==> src/design/packed_simd_alu_top_defines.svh <==
// Assertion macros for the packed SIMD ALU.
// Used by the top level; no other dependencies.
`ifndef PACKED_SIMD_ALU_TOP_DEFINES_SVH
`define PACKED_SIMD_ALU_TOP_DEFINES_SVH
`ifndef SYNTHESIS
`define PSA_ASSERT_IMPL(lbl, clk, rstn, ante, cons) \
    lbl: assert property (@(posedge clk) disable iff (!rstn) (ante) |-> (cons)) \
        else $error("assertion failed");
`define PSA_ASSERT_NEXT(lbl, clk, rstn, ante, cons) \
    lbl: assert property (@(posedge clk) disable iff (!rstn) (ante) |=> (cons)) \
        else $error("assertion failed");
`else
`define PSA_ASSERT_IMPL(lbl, clk, rstn, ante, cons)
`define PSA_ASSERT_NEXT(lbl, clk, rstn, ante, cons)
`endif
`endif

==> src/design/psa_pkg.sv <==
// Shared types, action codes and constants for the packed SIMD ALU.
// No dependencies.
package psa_pkg;
    typedef enum logic [3:0] {
        ACT_ADD = 4'd0, ACT_SUB = 4'd1, ACT_MUL = 4'd2, ACT_AND = 4'd3,
        ACT_OR  = 4'd4, ACT_XOR = 4'd5, ACT_NOT = 4'd6, ACT_SHL = 4'd7,
        ACT_SHR = 4'd8
    } action_t;

    localparam int NUM_LANES = 16;   // byte lanes over 128 bits

    typedef struct packed {
        logic [3:0] action;
        logic [3:0] lane_bytes;      // one-hot: 8,4,2,1
        logic [4:0] vec_bytes;
        logic       bad;
    } ctl_t;

    // Packed from the top bit down, so result_low lands in the lowest bits.
    typedef struct packed {
        logic        not_a_result;
        logic [4:0]  result_vector_bytes;
        logic [3:0]  result_lane_bytes;
        logic [63:0] result_high;
        logic [63:0] result_low;
    } res_t;

    localparam int RES_W = 138;
    localparam int IN_W  = 280;
endpackage

==> src/design/psa_merge.sv <==
// Merge stage: joins the two lane halves, masks to vector width, flags bad tags.
// Depends on psa_pkg.
module psa_merge (
    input  psa_pkg::ctl_t  ctl,
    input  logic [63:0]    lo,
    input  logic [63:0]    hi,
    output psa_pkg::res_t  res
);
    import psa_pkg::*;

    logic [63:0] m;

    always_comb begin
        case (ctl.vec_bytes)
            5'd1:    m = 64'h0000_0000_0000_00FF;
            5'd2:    m = 64'h0000_0000_0000_FFFF;
            5'd4:    m = 64'h0000_0000_FFFF_FFFF;
            default: m = '1;
        endcase
        if (ctl.bad) begin
            res = '{result_low: 64'd0, result_high: 64'd0, result_lane_bytes: 4'd1,
                    result_vector_bytes: 5'd1, not_a_result: 1'b1};
        end else begin
            res.result_low          = lo & m;
            res.result_high         = (ctl.vec_bytes == 5'd16) ? hi : 64'd0;
            res.result_lane_bytes   = ctl.lane_bytes;
            res.result_vector_bytes = ctl.vec_bytes;
            res.not_a_result        = 1'b0;
        end
    end
endmodule

==> config.mk <==
export PLATFORM = sky130hd
export DESIGN_NAME = psa_merge
export DESIGN_NICKNAME = d
export VERILOG_FILES = /design/src/design/packed_simd_alu_top_defines.svh /design/src/design/psa_pkg.sv /design/src/design/psa_merge.sv
export SDC_FILE = /design/constraint.sdc
export NUM_CORES = 1
export LEC_CHECK = 0
export ABC_AREA = 1
export BUFFER_PORTS_ARGS = -buffer_cell sky130_fd_sc_hd__buf_2
export CORE_AREA = 10 10 102 104
export DETAILED_ROUTE_END_ITERATION = 8
export DIE_AREA = 0 0 112 114
export SLEW_MARGIN = 20
export SYNTH_ARGS = -nofsm -noshare
export SYNTH_HDL_FRONTEND = slang
export SYNTH_SLANG_ARGS = --single-unit
==> constraint.sdc <==
create_clock -name vclk -period 1.1
set_clock_uncertainty 0.15 [all_clocks]
set_input_delay 0 -clock vclk [all_inputs]
set_output_delay 0 -clock vclk [all_outputs]
set_load 0.02 [all_outputs]
# Word level (Yosys, flattened, before mapping)
# Cells that the tools add are included.
[word_totals] regBits=0 in_bits=142 elab_cells=8
[classes] eq_ne=4 n_mux=3 n_bitwise=1
[op_table] operator="64-bit one-hot mux with 3 select lines" count=1
[op_table] operator="138-bit 2-to-1 mux" count=1
[op_table] operator="64-bit AND" count=1
[op_table] operator="64-bit 2-to-1 mux" count=1
[op_table] operator="5-bit by 1-bit == test with 1-bit output, second input constant" count=1
[op_table] operator="5-bit by 2-bit == test with 1-bit output, second input constant" count=1
[op_table] operator="5-bit by 3-bit == test with 1-bit output, second input constant" count=1
[op_table] operator="5-bit == test, second input constant" count=1

# Depth between registers and ports, before layout
[logic_depth] word_depth=4 mapped_depth=7 depth_no_buf=6

# Least setup slack after synthesis
# Ideal clock, no wire load.
[synth_path] kind="input -> output" start="input port ctl[0] in the netlist's numbering" end="output port res[100] in the netlist's numbering" t_arrival_ns=0.981 required_ns=0.950 setup_slack_ns=-0.031 cell_stages=5 path_cell_list="buf_2 nor2_4 nand3_2 buf_2 nor2_1"
[synth_rtl] item="from (decl)" line_no="psa_merge.sv:4" source="input psa_pkg::ctl_t ctl,"
[synth_rtl] item="to (decl)" line_no="psa_merge.sv:7" source="output psa_pkg::res_t res"

==> impl_metrics.yaml <==
timing:
  maxSlewHeadroom_pct: 80.9
  rsz0062_at_grt: "true"
  max_freq_mhz: 879
  finalCriticalPeriod_ps: 1140
  report.final.slew_viol_count: 0
  setup_viol: 5
  layout_setup_ws_ps: -37.1
  setup_tns_ps: -63.4
  tightest_slew_ps: 286
  fin_crit_sh_pct: 103
  hold_viol: 0
routing:
  detail_route.first_pass.iterations: 5
  vias: 2701
  postRouteAntennaNets: 0
  wire_per_inst_um: 14.3
  drt_wl_total_um: 9820
  drt-initial-drc-count: 200
  drcViolationCount: 0
  via_per_inst: 3.94
synthesis:
  synth_top_area_cell: "nor2_1"
  synth_cells: 306
  synth_xor_area_share_pct: 0
  synth_compound_area_share_pct: 0
  synth_commonest_cells: "nor2_1 (136), inv_1 (83), nand2_1 (60)"
  yosys.area_share.simple_pct: 65.1
  avgSynthCellArea_sq_um: 3.97
  synth_fa_ha_area_share_pct: 0
  syn-num-nets: 448
  yosysUniqueCellTypes: 14
  synthTopCellsByArea: "nor2_1 (42%), inv_1 (26%), nand2_1 (19%)"
  yosysMostFrequentCell: "nor2_1"
  ys_warn_count: 0
  synthMuxAreaShare_pct: 0
  synth_top_area_share_pct: 42.0
  synth_top_family_by_area: "simple AND/OR/NAND/NOR gates"
  yosysSeqAreaShare_pct: 0
  syn_area_sq_mm: 0.00122
critical_path:
  crit_arrival_ps: 990
  crit_slowest_cell: "buf_12"
  path_max_fanout: 64
  path_class: "in2out"
  crit_family: "buffers and inverters"
  cp_data_required_time_ps: 950
  critical_path_buf_inv_count: 4
  crit_top_cell: "buf_4"
  cpPeakStageDelay_ps: 190
  start_kind: "primary input"
  crit_path_cell_trace: "buf_2 -> nor2_4 -> buf_4 -> nand3_2 -> buf_12 -> nor2_1 -> buf_4"
  critPathCaptureType: "output pin"
global_route:
  grt_overflow: 0
  grt_max_degree: 65
  grt_pass1_vias: 2693
  antenna_found_initial: 0
  grt_first_pass_wirelength_um: 13400
  grt_usage_pct: 12.1
clock_network:
  post_cts_buffers: 0
  ctsHoldBuffers: 0
job:
  maxCapViolCount: 0
cells_and_area:
  utilization_pct: 38.1
  fin_cells: 686
  seq_cells: 0
  multi_input_area_sq_um: 890
  area_growth_pct: 166
  fillerInstances: 931
  n_antenna_cell: 0
  seq_area_sq_um: 0
  layout-drive-gt1-share_pct: 55.9
  final_cell_area_sq_mm: 0.00323
  clkbuf_count: 0
  nets: 722
power_and_ir_drop:
  p_per_area_mw_per_mm2: 340
  leakage_nw: 2.27
  vdd.ir_drop.worst_mv: 0.162
hold_path:
  hold_class: "in2out"
floorplan:
  num_rows: 34
  start_util_pct: 14.4
  num_io_pins: 280
  core_area_sq_mm: 0.00847
  die_w_um: 112
  die_y_um: 114
  dieArea_sq_mm: 0.0128
place:
  dp_slack_ps: -28.7
  place.gp.congestion: 0.768
  port_buffers: 276
  hpwlAfterDp_um: 7960
  place_inst: 682
  placed_cell_area_sq_mm: 0.00276
outcome:
  failed_checks: "setup timing"
  status: "complete, but fails checks"
-- through the flow --
| stage | power [mW] | hold WS, ps |
|---|---|---|
| 3_5_place_dp | 0.952 | 159 |
| 4_1_cts | 0.964 | 160 |
| 3_3_place_gp | 0.941 | 155 |
| 5_1_grt | 1.19 | 173 |
| 6_report | 1.10 | 157 |
| 2_1_floorplan | 0.479 | -37.4 |
-- tightest hold or removal path: cells and delay by family --
family                 cells  cell delay, ps
buffers and inverters      3             270
and+or+nand+nor            1              30
-- cells by family (layout without fill, tap and decap cells) --
family,count (synthesis),after routing
buffers and inverters,103,375
and+or+nand+nor,203,203
-- report_power, final --
| part | switching (mW) | total, mW | internal, mW |
|---|---|---|---|
| Combinational | 0.599 | 1.10 | 0.498 |
| Sequential | 0 | 0 | 0 |
| Clock | 0 | 0 | 0 |
-- routing by layer --
layer	vias to the layer above	wire length, um	GRT usage (%)	part of all wire [%]
li1	1366	-	-	-
met1	1187	3470	12.2	35
met2	138	5310	24.2	54
met3	10	918	4.36	9.4
met4	0	111	0.592	1.1
met5	-	0	0	0
-- cell type report --
type | instances | area share (%)
inverter | 84 | 9.88
multi-input combinational | 203 | 27.5
tap | 108 | 4.18
timing repair buffer | 291 | 58.4
-- timing repair --
| action | CTS | global route |
|---|---|---|
| endpoints found under the hold margin | 0 | 0 |
| pin swaps | 0 | 5 |
| cloned | 0 | 4 |
| resized for setup | 29 | 109 |
| setup endpoints to repair | 68 | 110 |
-- cells in the final DEF (no fill, tap or decap), drive strengths merged --
cell type,instances
buf,288
clkbuf,3
clkinvlp,1
inv,83
nand2,61
nand3,1
nand4,1
nor2,138
nor3,1
or2,1
-- worst paths after layout --
kind / from / endpoint / cells past startpoint
worst max-delay path: ctl[3] / res[79] / 7
worst min-delay path: ctl[8] / res[130] / 4
Power figures use the tool's default switching activity.
